==> src/rtl/lds_pkg.sv <==
// Shared constants, types and helpers of the line directive stripper.
package lds_pkg;

	localparam int PREFIX_DEPTH = 32;
	localparam int PATH_DEPTH   = 256;
	localparam int LINE_WIDTH   = 24;

	localparam int HCW = $clog2(PREFIX_DEPTH + 1);
	localparam int HAW = $clog2(PREFIX_DEPTH);
	localparam int PCW = $clog2(PATH_DEPTH + 1);
	localparam int PAW = $clog2(PATH_DEPTH);

	localparam logic [LINE_WIDTH-1:0] LINE_MAX = {LINE_WIDTH{1'b1}};
	localparam logic [LINE_WIDTH-1:0] LINE_ONE = LINE_WIDTH'(1);

	localparam logic [1:0] KIND_TEXT = 2'd0;
	localparam logic [1:0] KIND_PATH = 2'd1;
	localparam logic [1:0] KIND_REC  = 2'd2;

	localparam logic [7:0] CH_HASH  = 8'h23;
	localparam logic [7:0] CH_QUOTE = 8'h22;
	localparam logic [7:0] CH_NL    = 8'h0a;
	localparam logic [7:0] CH_ZERO  = 8'h30;
	localparam logic [7:0] CH_L     = 8'h6c;

	typedef enum logic [3:0] {
		PH_START,
		PH_TEXT,
		PH_HASH,
		PH_KEYWORD,
		PH_SPACE2,
		PH_DIGITS,
		PH_AFTER_NUM,
		PH_PATH,
		PH_TAIL
	} phase_t;

	typedef struct packed {
		logic                  rec;
		logic [LINE_WIDTH-1:0] al;
		logic [LINE_WIDTH-1:0] ll;
		logic                  due;
		logic                  inp;
		logic                  tr;
		logic [HCW-1:0]        nrep;
		logic                  cur_en;
		logic                  cur_path;
		logic                  cur_first;
		logic [7:0]            cur_byte;
	} cmd_t;

	typedef struct packed {
		logic           we;
		logic [HAW-1:0] addr;
		logic [7:0]     data;
	} hp_wr_t;

	function automatic logic is_blank(input logic [7:0] b);
		return b inside {8'h20, 8'h09, 8'h0b, 8'h0c, 8'h0d};
	endfunction

	function automatic logic is_digit(input logic [7:0] b);
		return b inside {[8'h30:8'h39]};
	endfunction

	function automatic logic [7:0] kw_char(input logic [2:0] i);
		case (i)
			3'd0: kw_char = 8'h6c;
			3'd1: kw_char = 8'h69;
			3'd2: kw_char = 8'h6e;
			3'd3: kw_char = 8'h65;
			default: kw_char = 8'h00;
		endcase
	endfunction

	function automatic logic [LINE_WIDTH-1:0] sat_inc(input logic [LINE_WIDTH-1:0] v);
		return (v == LINE_MAX) ? v : v + LINE_ONE;
	endfunction

endpackage

==> src/rtl/lds_ram.sv <==
// Generic single-write, single-read RAM with registered read data.
module lds_ram #(
	parameter int WIDTH = 8,
	parameter int DEPTH = 32
) (
	input  logic                     clk,
	input  logic                     we,
	input  logic [$clog2(DEPTH)-1:0] waddr,
	input  logic [WIDTH-1:0]         wdata,
	input  logic [$clog2(DEPTH)-1:0] raddr,
	output logic [WIDTH-1:0]         rdata
);

	logic [WIDTH-1:0] mem [DEPTH];

	always_ff @(posedge clk) begin
		if (we) begin
			mem[waddr] <= wdata;
		end
		rdata <= mem[raddr];
	end

endmodule

==> src/rtl/lds_cmd_fifo.sv <==
// Two-entry command queue between the parser and the output sequencer.
module lds_cmd_fifo (
	input  logic          clk,
	input  logic          arst_n,
	input  logic          push,
	input  lds_pkg::cmd_t push_cmd,
	output logic          full,
	output logic          head_valid,
	output lds_pkg::cmd_t head_cmd,
	input  logic          pop
);
	import lds_pkg::*;

	cmd_t       ent_q [2];
	logic       wp_q;
	logic       rp_q;
	logic [1:0] cnt_q;

	assign full       = (cnt_q == 2'd2);
	assign head_valid = (cnt_q != 2'd0);
	assign head_cmd   = ent_q[rp_q];

	always_ff @(posedge clk) begin
		if (push) begin
			ent_q[wp_q] <= push_cmd;
		end
	end

	always_ff @(posedge clk or negedge arst_n) begin
		if (!arst_n) begin
			wp_q  <= 1'b0;
			rp_q  <= 1'b0;
			cnt_q <= 2'd0;
		end else begin
			if (push) begin
				wp_q <= ~wp_q;
			end
			if (pop) begin
				rp_q <= ~rp_q;
			end
			cnt_q <= cnt_q + {1'b0, push} - {1'b0, pop};
		end
	end

endmodule

==> src/rtl/lds_front.sv <==
// Parser: accepts items, tracks lines and path, issues output commands.
module lds_front (
	input  logic           clk,
	input  logic           arst_n,
	input  logic           in_valid,
	output logic           in_ready,
	input  logic           req_type,
	input  logic [7:0]     byte_value,
	output logic           push,
	output lds_pkg::cmd_t  cmd,
	input  logic           fifo_full,
	input  logic           rep_done,
	output lds_pkg::hp_wr_t hp_wr
);
	import lds_pkg::*;

	phase_t                phase_q, phase_d;
	logic [2:0]            kw_q, kw_d;
	logic [HCW-1:0]        held_q, held_d;
	logic [LINE_WIDTH-1:0] num_q, num_d, act_q, act_d, log_q, log_d;
	logic [PCW-1:0]        plen_q, plen_d, ci_q, ci_d, ci_n;
	logic                  differs_q, differs_d, logged_q, logged_d;
	logic                  inp_q, inp_d, cut_q, cut_d;
	logic                  pend_q;
	logic                  acc_in;
	logic                  pw_we;
	logic [PAW-1:0]        pw_addr;
	logic [7:0]            p_rdata;

	assign in_ready = !fifo_full && !pend_q;
	assign acc_in   = in_valid && in_ready;
	assign ci_n     = acc_in ? ci_d : ci_q;

	lds_ram #(.WIDTH(8), .DEPTH(PATH_DEPTH)) u_path_ram (
		.clk   (clk),
		.we    (pw_we),
		.waddr (pw_addr),
		.wdata (byte_value),
		.raddr (ci_n[PAW-1:0]),
		.rdata (p_rdata)
	);

	always_comb begin
		logic [7:0]            b;
		logic                  nl;
		logic                  a_hold, a_rej, rej_cur, a_acc;
		logic [LINE_WIDTH+3:0] t;
		logic [LINE_WIDTH-1:0] ll_rec;
		b = byte_value;
		nl = (b == CH_NL);
		a_hold = 1'b0;
		a_rej = 1'b0;
		rej_cur = 1'b0;
		a_acc = 1'b0;
		t = '0;
		ll_rec = '0;
		phase_d = phase_q;
		kw_d = kw_q;
		held_d = held_q;
		num_d = num_q;
		act_d = act_q;
		log_d = log_q;
		plen_d = plen_q;
		ci_d = ci_q;
		differs_d = differs_q;
		logged_d = logged_q;
		inp_d = inp_q;
		cut_d = cut_q;
		cmd = '0;
		cmd.cur_byte = b;
		hp_wr = '0;
		hp_wr.data = b;
		pw_we = 1'b0;
		pw_addr = ci_q[PAW-1:0];
		if (!req_type) begin
			case (phase_q)
				PH_START: begin
					if (b == CH_HASH) begin
						hp_wr.we = 1'b1;
						held_d = HCW'(1);
						phase_d = PH_HASH;
					end else begin
						a_rej = 1'b1;
						rej_cur = 1'b1;
					end
				end
				PH_TEXT: begin
					cmd.cur_en = 1'b1;
					if (nl) begin
						act_d = sat_inc(act_q);
						log_d = sat_inc(log_q);
						phase_d = PH_START;
					end
				end
				PH_HASH, PH_SPACE2: begin
					if (nl) begin
						a_rej = 1'b1;
						rej_cur = 1'b1;
					end else if (is_blank(b)) begin
						a_hold = 1'b1;
					end else if (phase_q == PH_HASH && b == CH_L) begin
						kw_d = 3'd1;
						phase_d = PH_KEYWORD;
						a_hold = 1'b1;
					end else if (is_digit(b)) begin
						num_d = LINE_WIDTH'(b[3:0]);
						phase_d = PH_DIGITS;
						a_hold = 1'b1;
					end else begin
						a_rej = 1'b1;
						rej_cur = 1'b1;
					end
				end
				PH_KEYWORD: begin
					if (!nl && kw_q < 3'd4 && b == kw_char(kw_q)) begin
						kw_d = kw_q + 3'd1;
						if (kw_d >= 3'd4) begin
							phase_d = PH_SPACE2;
						end
						a_hold = 1'b1;
					end else begin
						a_rej = 1'b1;
						rej_cur = 1'b1;
					end
				end
				PH_DIGITS, PH_AFTER_NUM: begin
					if (phase_q == PH_DIGITS && is_digit(b)) begin
						t = {4'b0, num_q} * (LINE_WIDTH + 4)'(10) + (LINE_WIDTH + 4)'(b[3:0]);
						num_d = (t > {4'b0, LINE_MAX}) ? LINE_MAX : t[LINE_WIDTH-1:0];
						a_hold = 1'b1;
					end else begin
						if (phase_q == PH_DIGITS) begin
							log_d = num_q;
						end
						if (nl) begin
							a_acc = 1'b1;
						end else if (is_blank(b)) begin
							phase_d = PH_AFTER_NUM;
							a_hold = 1'b1;
						end else if (b == CH_QUOTE) begin
							held_d = '0;
							differs_d = inp_q || cut_q;
							inp_d = 1'b0;
							cut_d = 1'b0;
							ci_d = '0;
							phase_d = PH_PATH;
						end else begin
							a_rej = 1'b1;
							rej_cur = 1'b1;
						end
					end
				end
				PH_PATH: begin
					if (b == CH_QUOTE) begin
						if (ci_q != plen_q || cut_q) begin
							differs_d = 1'b1;
						end
						plen_d = ci_q;
						phase_d = PH_TAIL;
					end else begin
						if (ci_q < PCW'(PATH_DEPTH)) begin
							if (ci_q >= plen_q || p_rdata != b) begin
								differs_d = 1'b1;
							end
							pw_we = 1'b1;
							ci_d = ci_q + PCW'(1);
							cmd.cur_en = 1'b1;
							cmd.cur_path = 1'b1;
						end else begin
							cut_d = 1'b1;
						end
						if (nl) begin
							if (ci_d != plen_q || cut_d) begin
								differs_d = 1'b1;
							end
							plen_d = ci_d;
							cmd.cur_first = 1'b1;
							a_acc = 1'b1;
						end
					end
				end
				default: begin
					if (nl) begin
						a_acc = 1'b1;
					end
				end
			endcase
		end else begin
			case (phase_q)
				PH_START, PH_HASH, PH_KEYWORD, PH_SPACE2: a_rej = 1'b1;
				PH_DIGITS: begin
					log_d = num_q;
					a_acc = 1'b1;
				end
				PH_AFTER_NUM, PH_TAIL: a_acc = 1'b1;
				PH_PATH: begin
					if (ci_q != plen_q || cut_q) begin
						differs_d = 1'b1;
					end
					plen_d = ci_q;
					a_acc = 1'b1;
				end
				default: ;
			endcase
		end

		if (a_hold) begin
			if (held_d < HCW'(PREFIX_DEPTH)) begin
				hp_wr.we = 1'b1;
				hp_wr.addr = held_d[HAW-1:0];
				held_d = held_d + HCW'(1);
			end else begin
				if (phase_d == PH_DIGITS) begin
					log_d = num_d;
				end
				a_rej = 1'b1;
				rej_cur = 1'b1;
			end
		end
		if (a_rej) begin
			ll_rec = log_d;
			if (!logged_d) begin
				cmd.rec = 1'b1;
				cmd.due = 1'b1;
			end
			cmd.nrep = held_d;
			held_d = '0;
			phase_d = PH_TEXT;
			if (rej_cur) begin
				cmd.cur_en = 1'b1;
				if (nl) begin
					act_d = sat_inc(act_d);
					log_d = sat_inc(log_d);
					phase_d = PH_START;
				end
			end
		end
		if (a_acc) begin
			ll_rec = log_d;
			held_d = '0;
			cmd.rec = 1'b1;
			cmd.due = !logged_d || differs_d;
			phase_d = PH_START;
		end
		if (cmd.rec) begin
			cmd.al = act_q;
			cmd.ll = ll_rec;
			cmd.inp = inp_d;
			cmd.tr = cut_d;
			logged_d = 1'b1;
			differs_d = 1'b0;
		end
		if (req_type) begin
			phase_d = PH_START;
			kw_d = '0;
			held_d = '0;
			num_d = '0;
			act_d = LINE_ONE;
			log_d = LINE_ONE;
			plen_d = '0;
			ci_d = '0;
			differs_d = 1'b0;
			logged_d = 1'b0;
			inp_d = 1'b1;
			cut_d = 1'b0;
		end
		if (!acc_in) begin
			hp_wr.we = 1'b0;
			pw_we = 1'b0;
		end
	end

	assign push = acc_in && (cmd.rec || cmd.nrep != '0 || cmd.cur_en);

	always_ff @(posedge clk or negedge arst_n) begin
		if (!arst_n) begin
			phase_q   <= PH_START;
			kw_q      <= '0;
			held_q    <= '0;
			num_q     <= '0;
			act_q     <= LINE_ONE;
			log_q     <= LINE_ONE;
			plen_q    <= '0;
			ci_q      <= '0;
			differs_q <= 1'b0;
			logged_q  <= 1'b0;
			inp_q     <= 1'b1;
			cut_q     <= 1'b0;
			pend_q    <= 1'b0;
		end else begin
			if (acc_in) begin
				phase_q   <= phase_d;
				kw_q      <= kw_d;
				held_q    <= held_d;
				num_q     <= num_d;
				act_q     <= act_d;
				log_q     <= log_d;
				plen_q    <= plen_d;
				ci_q      <= ci_d;
				differs_q <= differs_d;
				logged_q  <= logged_d;
				inp_q     <= inp_d;
				cut_q     <= cut_d;
			end
			if (push && cmd.nrep != '0) begin
				pend_q <= 1'b1;
			end else if (rep_done) begin
				pend_q <= 1'b0;
			end
		end
	end

endmodule

==> src/rtl/lds_back.sv <==
// Output sequencer: expands commands into records, replayed and passed bytes.
module lds_back (
	input  logic                            clk,
	input  logic                            arst_n,
	input  logic                            head_valid,
	input  lds_pkg::cmd_t                   head_cmd,
	output logic                            pop,
	output logic [lds_pkg::HAW-1:0]         hp_raddr,
	input  logic [7:0]                      hp_rdata,
	output logic                            rep_done,
	output logic                            out_valid,
	input  logic                            out_ready,
	output logic [1:0]                      item_kind,
	output logic [7:0]                      out_byte,
	output logic [lds_pkg::LINE_WIDTH-1:0]  actual_line,
	output logic [lds_pkg::LINE_WIDTH-1:0]  logical_line,
	output logic                            file_record_due,
	output logic                            path_from_input_name,
	output logic                            path_truncated,
	output logic                            last_of_run
);
	import lds_pkg::*;

	cmd_t           cmd_q;
	logic           busy_q, rec_left_q, cur_left_q, rd_ok_q;
	logic [HCW-1:0] rep_idx_q;
	logic           slot, emit, e_rec, e_rep, e_cur, e_last;
	logic           rec_n, cur_n, remain;
	logic [HCW-1:0] rep_n;

	assign slot     = !out_valid || out_ready;
	assign hp_raddr = rep_idx_q[HAW-1:0];

	always_comb begin
		e_rec = 1'b0;
		e_rep = 1'b0;
		e_cur = 1'b0;
		e_last = 1'b0;
		rec_n = rec_left_q;
		cur_n = cur_left_q;
		rep_n = rep_idx_q;
		rep_done = 1'b0;
		if (busy_q && slot) begin
			if (cmd_q.cur_first && cur_left_q) begin
				e_cur = 1'b1;
				cur_n = 1'b0;
			end else if (rec_left_q) begin
				e_rec = 1'b1;
				rec_n = 1'b0;
			end else if (rep_idx_q < cmd_q.nrep) begin
				if (rd_ok_q) begin
					e_rep = 1'b1;
					rep_n = rep_idx_q + HCW'(1);
					rep_done = (rep_n == cmd_q.nrep);
				end
			end else if (cur_left_q) begin
				e_cur = 1'b1;
				cur_n = 1'b0;
			end
		end
		emit = e_rec || e_rep || e_cur;
		remain = rec_n || cur_n || (rep_n < cmd_q.nrep);
		e_last = !remain;
		pop = head_valid && (!busy_q || !remain);
	end

	always_ff @(posedge clk or negedge arst_n) begin
		if (!arst_n) begin
			busy_q     <= 1'b0;
			rec_left_q <= 1'b0;
			cur_left_q <= 1'b0;
			rd_ok_q    <= 1'b0;
			rep_idx_q  <= '0;
			out_valid  <= 1'b0;
		end else begin
			rd_ok_q <= !e_rep && !pop;
			if (pop) begin
				busy_q     <= 1'b1;
				rec_left_q <= head_cmd.rec;
				cur_left_q <= head_cmd.cur_en;
				rep_idx_q  <= '0;
			end else begin
				busy_q     <= busy_q && remain;
				rec_left_q <= rec_n;
				cur_left_q <= cur_n;
				rep_idx_q  <= rep_n;
			end
			if (emit) begin
				out_valid <= 1'b1;
			end else if (out_ready) begin
				out_valid <= 1'b0;
			end
		end
	end

	always_ff @(posedge clk) begin
		if (pop) begin
			cmd_q <= head_cmd;
		end
		if (emit) begin
			last_of_run          <= e_last;
			item_kind            <= e_rec ? KIND_REC :
			                        (e_cur && cmd_q.cur_path) ? KIND_PATH : KIND_TEXT;
			out_byte             <= e_rec ? 8'h00 : (e_rep ? hp_rdata : cmd_q.cur_byte);
			actual_line          <= e_rec ? cmd_q.al : '0;
			logical_line         <= e_rec ? cmd_q.ll : '0;
			file_record_due      <= e_rec && cmd_q.due;
			path_from_input_name <= e_rec && cmd_q.inp;
			path_truncated       <= e_rec && cmd_q.tr;
		end
	end

endmodule

==> src/rtl/line_directive_stripper_core.sv <==
// Top level of the line directive stripper: parser, command queue, sequencer.
//
// Channel | Handshake           | Payload
// input   | in_valid / in_ready | req_type, byte_value
// output  | out_valid/out_ready | item_kind, out_byte, actual_line, logical_line,
//         |                     | file_record_due, path_from_input_name,
//         |                     | path_truncated, last_of_run
//
// The parser takes one item per cycle while the two-entry command queue has room.
// A rejected directive replays its held prefix from the prefix RAM, one registered
// read per byte; the parser stalls until that replay is finished.
// Other items produce one output item per cycle once the output register drains.
// Reset clears all control state; prefix and path RAM contents need no clearing.
module line_directive_stripper_core (
	input  logic                           clk,
	input  logic                           arst_n,
	input  logic                           in_valid,
	output logic                           in_ready,
	input  logic                           req_type,
	input  logic [7:0]                     byte_value,
	output logic                           out_valid,
	input  logic                           out_ready,
	output logic [1:0]                     item_kind,
	output logic [7:0]                     out_byte,
	output logic [lds_pkg::LINE_WIDTH-1:0] actual_line,
	output logic [lds_pkg::LINE_WIDTH-1:0] logical_line,
	output logic                           file_record_due,
	output logic                           path_from_input_name,
	output logic                           path_truncated,
	output logic                           last_of_run
);
	import lds_pkg::*;

	logic           push, full, head_valid, pop, rep_done;
	cmd_t           push_cmd, head_cmd;
	hp_wr_t         hp_wr;
	logic [HAW-1:0] hp_raddr;
	logic [7:0]     hp_rdata;

	lds_front u_front (
		.clk        (clk),
		.arst_n     (arst_n),
		.in_valid   (in_valid),
		.in_ready   (in_ready),
		.req_type   (req_type),
		.byte_value (byte_value),
		.push       (push),
		.cmd        (push_cmd),
		.fifo_full  (full),
		.rep_done   (rep_done),
		.hp_wr      (hp_wr)
	);

	lds_ram #(.WIDTH(8), .DEPTH(PREFIX_DEPTH)) u_prefix_ram (
		.clk   (clk),
		.we    (hp_wr.we),
		.waddr (hp_wr.addr),
		.wdata (hp_wr.data),
		.raddr (hp_raddr),
		.rdata (hp_rdata)
	);

	lds_cmd_fifo u_fifo (
		.clk        (clk),
		.arst_n     (arst_n),
		.push       (push),
		.push_cmd   (push_cmd),
		.full       (full),
		.head_valid (head_valid),
		.head_cmd   (head_cmd),
		.pop        (pop)
	);

	lds_back u_back (
		.clk                  (clk),
		.arst_n               (arst_n),
		.head_valid           (head_valid),
		.head_cmd             (head_cmd),
		.pop                  (pop),
		.hp_raddr             (hp_raddr),
		.hp_rdata             (hp_rdata),
		.rep_done             (rep_done),
		.out_valid            (out_valid),
		.out_ready            (out_ready),
		.item_kind            (item_kind),
		.out_byte             (out_byte),
		.actual_line          (actual_line),
		.logical_line         (logical_line),
		.file_record_due      (file_record_due),
		.path_from_input_name (path_from_input_name),
		.path_truncated       (path_truncated),
		.last_of_run          (last_of_run)
	);

endmodule
==> config.mk <==
export PLATFORM = sky130hd
export DESIGN_NAME = line_directive_stripper_core
export DESIGN_NICKNAME = d
export VERILOG_FILES = /design/src/rtl/lds_pkg.sv /design/src/rtl/lds_ram.sv /design/src/rtl/lds_cmd_fifo.sv /design/src/rtl/lds_front.sv /design/src/rtl/lds_back.sv /design/src/rtl/line_directive_stripper_core.sv
export SDC_FILE = /design/constraint.sdc
export NUM_CORES = 2
export LEC_CHECK = 0
export BUFFER_PORTS_ARGS = -buffer_cell sky130_fd_sc_hd__buf_2
export CORE_MARGIN = 5
export CORE_UTILIZATION = 48
export CTS_CLUSTER_DIAMETER = 60
export DETAILED_ROUTE_END_ITERATION = 8
export PLACE_DENSITY = 0.63
export SYNTH_ARGS = -nofsm -noshare
export SYNTH_HDL_FRONTEND = slang
export SYNTH_HIERARCHICAL = 1
export SYNTH_SLANG_ARGS = --single-unit
==> constraint.sdc <==
create_clock -name clk -period 8.1 [get_ports clk]
set_input_delay 1.215 -clock clk [delete_from_list [all_inputs] [get_ports clk]]
set_output_delay 1.215 -clock clk [all_outputs]
set_load 0.01 [all_outputs]
After elaboration in Yosys (flattened, before gate mapping)
Memory sizes are Yosys's and may differ from the RTL's. A register that Yosys moved wholly into a read port is not among the register bits.
Index checks and enable logic that the tools add are counted.
W data, S select, Z words.
{ "totals": {"mem_count": 3, "out_inout_bits": 64, "ramBits": 2442, "register_bits": 252} }
{ "op_classes": {"n_bitwise": 2, "eq_ne": 40, "addsub": 11, "n_mux": 230, "magnitude_cmp": 10, "mul": 1, "n_reduce_logical": 61} }
{ "memory_table": {"columns": ["name", "words", "word_bits", "read_ports", "rd_clocked_by_memory_dff", "write_ports", "line_no", "source"], "rows": [
  ["u_front.u_path_ram.mem", 256, 8, 1, 1, 1, "lds_ram.sv:14", "logic [WIDTH-1:0] mem [DEPTH];"],
  ["u_prefix_ram.mem", 32, 8, 1, 1, 1, "lds_ram.sv:14", null],
  ["u_fifo.ent_q", 2, 69, 1, 0, 1, "lds_cmd_fifo.sv:14", "cmd_t ent_q [2];"]
]} }
{ "ops": {"columns": ["op", "count"], "rows": [
  ["$mux W24", 32],
  ["$mux W9", 14],
  ["$mux W1", 118],
  ["$mux W6", 19],
  ["$add A24 B1 Y24 const B", 4],
  ["$eq A24 B24 Y1 const B", 4],
  ["$pmux W24 S2", 2],
  ["$mux W4", 18],
  ["$mux W48", 1],
  ["$eq A8 B4 Y1 const B", 5],
  ["$mux W8", 4],
  ["$add A28 B4 Y28", 1],
  ["$gt A28 B24 Y1 const B", 1],
  ["$pmux W7 S4", 1],
  ["$mul A24 B3 Y27 const B", 1],
  ["$eq A8 B6 Y1 const B", 3],
  ["$pmux W4 S6", 1],
  ["$mux W3", 7],
  ["$eq A4 B3 Y1 const B", 5],
  ["$logic_and A1 B1 Y1", 18],
  ["$ne A3 B3 Y1 const B", 6],
  ["$ne A9 B9 Y1", 2],
  ["$pmux W9 S2", 1],
  ["$logic_or A1 B1 Y1", 13],
  ["46 further kinds", 74]
]} }

Depth between registers and ports, before layout
{ "logic_depth": {"depth_word": 20, "ltp_mapped": 21, "mapped_depth_nobuf": 20} }

Modules after synthesis
The synthesis kept the hierarchy.
{ "by_module_without_submodules": {"columns": ["module", "area_per_inst_um2", "seq_area_each_um2", "instances", "cells_each"], "rows": [
  ["lds_ram (u_front.u_path_ram)", 79556.3, 61659.1, 1, 3733],
  ["lds_front", 13541.7, 2706.3, 1, 1848],
  ["lds_ram (u_prefix_ram)", 10053.4, 7847.5, 1, 417],
  ["lds_cmd_fifo", 5530.3, 4244.1, 1, 230],
  ["lds_back", 5501.5, 4149.0, 1, 343]
]} }

Least setup slack after synthesis
No wires, ideal clock.
{ "synth_path": {"path_kind": "in2reg", "from": "input port byte_value[0]", "to": "memory u_fifo/ent_q[0][0] (netlist name) (enable)", "n_path_buf": 3, "cell_stages": 15, "path_slack_ps": 448, "arrival_time_ps": 7148, "path_cell_list": "buf_2 > or3_1 > a222oi_1 > nand2_1 > o21ai_0 > o21bai_1 > o2bb2ai_1 > a41oi_1 > or2_2 > clkbuf_1 > and2_1 > clkbuf_1 > inv_1 > o41a_1 > nor2b_1"} }
{ "synth_via": {"elab_chain_len": 17, "elab_cells_between_ends": 75, "cone_classes": "add/sub (1); order compare (3); eq/ne (10); mux (50); reduce/logical (11)"} }
{ "synth_lines": {"columns": ["item", "line_no", "source"], "rows": [
  ["start, declared", "line_directive_stripper_core.sv:20", "input logic [7:0] byte_value,"],
  ["$eq A8 B6 Y1, or another cell as far along", "lds_pkg.sv:59", "return b inside {8'h20, 8'h09, 8'h0b, 8'h0c, 8'h0d};"],
  ["$reduce_bool A5 Y1, or another cell as far along", "lds_pkg.sv:59", null],
  ["$mux W6 / $mux W1 (equally long branches)", "lds_front.sv:137, lds_front.sv:105", null],
  ["$mux W6 / $mux W1 (equally long branches)", "lds_front.sv:135, lds_front.sv:101", null],
  ["$mux W6 / $mux W1 (equally long branches)", "lds_front.sv:127, lds_front.sv:99", null],
  ["$pmux W6 S2 / $mux W1 (equally long branches)", "lds_front.sv:76, lds_front.sv:96", null],
  ["$mux W6 / $pmux W1 S4 (equally long branches)", "lds_front.sv:75, lds_front.sv:76", null],
  ["$add A6 B1 Y6, or another cell as far along", "lds_front.sv:211", "held_d = held_d + HCW'(1);"],
  ["[... 2 more ...]", null, null],
  ["$mux W7 / $mux W1 (equally long branches)", "lds_front.sv:220", "if (a_rej) begin"],
  ["$reduce_bool A6 Y1 / $mux W1 (equally long branches)", "lds_front.sv:273, lds_front.sv:238", null],
  ["$logic_or A1 B1 Y1", "lds_front.sv:273", "assign push = acc_in && (cmd.rec || cmd.nrep != '0 || cmd.cur_en);"],
  ["$logic_or A1 B1 Y1 *", "lds_front.sv:273", null],
  ["$logic_and A1 B1 Y1 *", "lds_front.sv:273", null],
  ["net push", "line_directive_stripper_core.sv:34", "logic push, full, head_valid, pop, rep_done;"],
  ["$mux W1 *", "lds_cmd_fifo.sv:24", "if (push) begin"],
  ["$mux W1 (implied by the code) *", "lds_cmd_fifo.sv:25", "ent_q[wp_q] <= push_cmd;"],
  ["end, declared", "lds_cmd_fifo.sv:14", null]
]} }
Mark *: on every way through the listed nets, which the timed path passes. The rest lies on a longest branch.

Final worst setup path
{ "layout_path": {"from": "register u_front.num_q[3]", "to": "register u_front.log_q[6]"} }
{ "layout_via": {"elab_chain_len": 16, "elab_cells_between_ends": 25, "cone_classes": "add/sub (2); mul (1); order compare (1); eq/ne (1); mux (20)"} }
{ "layout_lines": {"columns": ["item", "line_no", "source"], "rows": [
  ["start, declared", "lds_front.sv:20", "logic [LINE_WIDTH-1:0] num_q, num_d, act_q, act_d, log_q, log_d;"],
  ["start signal, assigned", "lds_front.sv:295", "num_q <= num_d;"],
  ["$mul A24 B3 Y27", "lds_front.sv:128", "t = {4'b0, num_q} * (LINE_WIDTH + 4)'(10) + (LINE_WIDTH + 4)'(b[3:0]);"],
  ["$add A28 B4 Y28", "lds_front.sv:128", null],
  ["$gt A28 B24 Y1", "lds_front.sv:129", "num_d = (t > {4'b0, LINE_MAX}) ? LINE_MAX : t[LINE_WIDTH-1:0];"],
  ["$mux W24", "lds_front.sv:129", null],
  ["$mux W24", "lds_front.sv:127", "if (phase_q == PH_DIGITS && is_digit(b)) begin"],
  ["$pmux W24 S2", "lds_front.sv:76", "case (phase_q)"],
  ["$mux W24", "lds_front.sv:75", "if (!req_type) begin"],
  ["$mux W24", "lds_front.sv:213", "if (phase_d == PH_DIGITS) begin"],
  ["$mux W24", "lds_front.sv:208", "if (held_d < HCW'(PREFIX_DEPTH)) begin"],
  ["$mux W24 *", "lds_front.sv:207", "if (a_hold) begin"],
  ["$add A24 B1 Y24 / $eq A24 B24 Y1 (equally long branches)", "lds_pkg.sv:77", "return (v == LINE_MAX) ? v : v + LINE_ONE;"],
  ["$mux W24", "lds_pkg.sv:77", null],
  ["$mux W24", "lds_front.sv:231", "if (nl) begin"],
  ["$mux W24", "lds_front.sv:229", "if (rej_cur) begin"],
  ["$mux W24 *", "lds_front.sv:220", null],
  ["$mux W24 *", "lds_front.sv:253", "if (req_type) begin"],
  ["end signal, assigned", "lds_front.sv:297", "log_q <= log_d;"],
  ["end, declared", "lds_front.sv:20", null]
]} }
Mark *: on every way between the ends. The rest lies on a longest branch, timed or not.
A chain may end at the register's enable or synchronous reset.

==> flow_summary_export.csv <==
group,metric,value,unit
timing,finalSetupViolations,0,
route,drcViolationCount,0,
pwr,p_comb_frac,0.097,
final_layout,final_layout_size_suffix_gt1_frac,0.199,
final_layout,nFillCells,18600,
worst_hold_path,hold_class,"in2async",
timing,fin_crit_sh,0.833,
worst_setup_path,crit_fanout,16,
logic_synthesis,yosysSeqAreaShare,0.706,
placement,dp_slack,0.811,ns
worst_setup_path,path_delay_family,"simple AND/OR/NAND/NOR gates",
timing,fin_ws,1.35,ns
logic_synthesis,ys.warnings.count,6,
logic_synthesis,syn-num-nets,6668,
worst_setup_path,crit_buf_inv,0,
die,die-area,248000,sq um
logic_synthesis,yosys-top-cells-area,"edfxtp_1 68%, mux4_2 11%, dfrtp_1 2.6%, nor2_1 1.6%, mux2i_1 1.5%",
die,io_pins,77,
timing,relSlewSlack,-0.0701,
route,wirelength,287,mm
global_routing,grt_pass1_vias,61800,
worst_setup_path,worst_setup_path_end_kind,"register",
logic_synthesis,synth_edf_count,2571,
cts,cts-resized-gates,0,
global_routing,track_usage,0.228,
cts,cts.sinks,2710,
flow_run,cap_violations,1,
route,drtIter0Drc,7067,
global_routing,grt_max_degree,210,
global_routing,overflow,0,
logic_synthesis,avgSynthCellArea,17.4,sq um
pwr,clockPowerShare,0.402,
cts,htreeDepth,5,
worst_setup_path,crit_cells,17,
cts,clk_pin_slew,0.06,ns
global_routing,antenna_found_initial,8,
timing,rsz0062_at_grt,"false",
placement,hpwlAfterDp,180,mm
cts,cts_tree,"done",
timing,min_period,6.75,ns
pwr,ir_drop,0.000598,V
timing,fin_skew,0.0613,ns
status,violations,"capacitance limit, slew limit",
route,vias_per_cell,6.23,
status,outcome,"finished with violations",
logic_synthesis,synthCells,6571,
route,wire_per_inst,28.4,um
pwr,p_leak,39.9,nW
worst_setup_path,startpoint_type,"register",
final_layout,syn2layout_area_growth,11.5,%
cts,cts_made_buffers,303,
pwr,p_sw,7.61,mW
pwr,internal_power,25.1,mW
timing,worst_pin_slew,1.59,ns
logic_synthesis,synth_flop_cell,"edfxtp_1",
timing,slew_viol_final,5,
placement,gp_congestion,0.923,
cts,post_cts_buffers,0,
pwr,p_per_area,257,nW/um^2
timing,fmax,148,MHz
worst_setup_path,worstPathRequired,8.91,ns
logic_synthesis,yosysTopAreaCell,"edfxtp_1",
die,num_rows,179,
logic_synthesis,syn_area,114000,sq um
die,core,237000,sq um
pwr,p_sw_frac,0.233,
logic_synthesis,synth_cell_types,131,
pwr,power_frac_seq,0.501,
final_layout,num-nets-final,6802,
worst_setup_path,cp-startpoint,"u_front/num_q[3]$_DFFE_PN0P_",
logic_synthesis,synth_seq_cells,2710,
worst_setup_path,criticalPathCategory,"reg2reg",
die,fp.dieH,498,um
route,postRouteAntennaNets,0,
route,vias,63000,
global_routing,grt_pass1_wl,423,mm
logic_synthesis,synth-async-reset-ratio,0.0454,
route,drt-pass1-iter-count,6,
worst_setup_path,r2r_cells,17,
worst_setup_path,worst_r2r_startpoint,"u_front/num_q[3]$_DFFE_PN0P_",
timing,fin_setup_tns,0,ns
worst_setup_path,crit_chain,"ha_1 > ha_1 > fa_1 > a21o_1 > a221oi_2 > nor3_1 > o21a_1 > nor4_2 > nand4_1 > nor4_2 > mux2_2 > nand2_1 > a31oi_1 > nor4b_4 > a211oi_2 > a31o_1 > a32o_1",
worst_setup_path,critical_path.slowest_cell,"nor4b_4",
cts,insertion_delay,0.92,ns
cts,cts.path.max_buffers,4,
timing,hold_viol,0,
logic_synthesis,synth_top_area_frac,0.676,
die,die_w,498,um
die,start_util,0.481,
worst_setup_path,cpPeakStageDelay,1.13,ns
worst_setup_path,worst_ep_arrival_time,7.56,ns
cts,hold_buffers,0,
placement,portBuffers,76,
cts,root_buffer,"clkbuf_16",
-- sequential cells by signal, summed over array words and instances, names as in the netlist, 8 cells and up --
signal / count
u_back/cmd_q: 67
u_front/u_path_ram/rdata: 8
u_front/num_q: 24
u_fifo/ent_q: 138
u_front/ci_q: 9
u_front/log_q: 24
u_back/out_byte: 8
u_front/act_q: 24
u_prefix_ram/rdata: 8
u_front/u_path_ram/mem: 2048
u_prefix_ram/mem: 256
u_back/actual_line: 24
u_front/plen_q: 9
u_back/logical_line: 24
-- through the flow --
step / utilization / power (mW) / area (sq um) / hold slack (ns) / std cells
floorplan: - / 18.8 / 114000 / 0.442 / 6571
detailed placement: 0.496 / 19.9 / 118000 / 0.466 / 9567
finish: 0.536 / 32.7 / 127000 / 0.289 / 10100
CTS: 0.536 / 33.0 / 127000 / 0.288 / 10100
global route: 0.536 / 33.8 / 127000 / 0.298 / 10100
global placement: 0.496 / 19.8 / 118000 / 0.456 / 9567
-- cells in the final DEF, fill, tap and decap left out, drive strengths merged, types with 107 or more instances in the layout --
cell	n
nand3	121
edfxtp	2571
clkinv	107
dfrtp	120
a21oi	243
mux4	536
o21ai	182
mux2i	169
a22oi	154
nand2	273
nor2	496
buf	229
clkbuf	380
and2	108
-- path summary, 6_finish.rpt --
check | to | slack [ns]
min | u_back/rep_idx_q[1]$_DFF_PN0_ | 0.29
max | u_front/log_q[6]$_DFFE_PN0P_ | 1.35
max in group asynchronous | u_front/num_q[10]$_DFFE_PN0P_ | 6.34
min reg2reg | u_front/held_q[1]$_DFFE_PN0P_ | 0.47
max reg2reg | u_front/log_q[6]$_DFFE_PN0P_ | 1.35
min in group clk | u_front/held_q[1]$_DFFE_PN0P_ | 0.47
-- layout make-up --
class / count / area, sq um / area share
Antenna cell: 6 / 15.0 / 0.000118
Clock buffer: 380 / 8060 / 0.0633
Clock inverter: 147 / 1360 / 0.0107
Inverter: 65 / 244 / 0.00192
Multi-Input combinational cell: 3396 / 31100 / 0.245
Sequential cell: 2710 / 80600 / 0.633
Tap cell: 3167 / 3960 / 0.0311
Timing Repair Buffer: 229 / 1880 / 0.0148
-- cell families (layout without fill, tap and decap cells) --
family	after synthesis	count (layout)	share of synthesized area
flops	2710	2710	0.706
simple gates	1398	1398	0.0607
compound gates	1015	1015	0.0613
mux	790	790	0.131
buf+inv	465	821	0.0229
xor+xnor	108	108	0.00842
fa+ha+maj	85	85	0.00943
other cells	0	6	0
-- metal layers --
metal / vias up / part of all wire / global-route usage / routed length [um]
met5: - / 0 / 0.000965 / 0
met4: 0 / 0.029 / 0.0649 / 8340
met3: 511 / 0.089 / 0.0453 / 25500
met2: 2914 / 0.47 / 0.354 / 135000
met1: 32700 / 0.41 / 0.330 / 118000
li1: 26800 / - / - / -
-- synth_stat cells (21+ instances only) --
cell and number:
a22oi_1 154, nor2_1 494, o221ai_1 54, a211oi_1 34, o211ai_1 24, buf_1 33
nand2b_1 25, mux2i_1 169, o21ai_0 158, xor2_1 43, buf_2 45, mux2_4 69
nand2_1 272, nand3_1 120, edfxtp_1 2571, inv_1 63, ha_1 82, nor4_1 43
a31oi_1 21, clkbuf_1 210, a21o_1 32, a21oi_1 239, o21ai_1 23, nor2b_1 51
o22ai_1 53, buf_6 28, and3_1 33, dfrtp_1 120, nand4_1 45, and2_1 106
mux4_2 534, xnor2_1 64, buf_4 56, nor3_1 79
-- power groups by stage --
| stage | logic (mW) | registers (mW) | clock network [mW] |
|---|---|---|---|
| floorplan | 2.19 | 16.6 | 0 |
| global placement | 3.17 | 16.6 | 0 |
| detailed placement | 3.21 | 16.7 | 0 |
| CTS | 3.23 | 16.4 | 13.4 |
| global route | 3.45 | 16.4 | 14.0 |
| finish | 3.18 | 16.4 | 13.1 |
-- worst reg2reg max path, cell delays in order, from the launching register on --
cell and delay [ns]:
dfrtp_1 0.59, ha_1 0.32, ha_1 0.23, fa_1 0.43
a21o_1 0.22, a221oi_2 0.50, nor3_1 0.17, o21a_1 0.26
nor4_2 0.45, nand4_1 0.20, nor4_2 0.38, mux2_2 0.54
nand2_1 0.16, a31oi_1 0.28, nor4b_4 1.14, a211oi_2 0.28
a31o_1 0.31, a32o_1 0.23
Power figures use the tool's default switching activity.
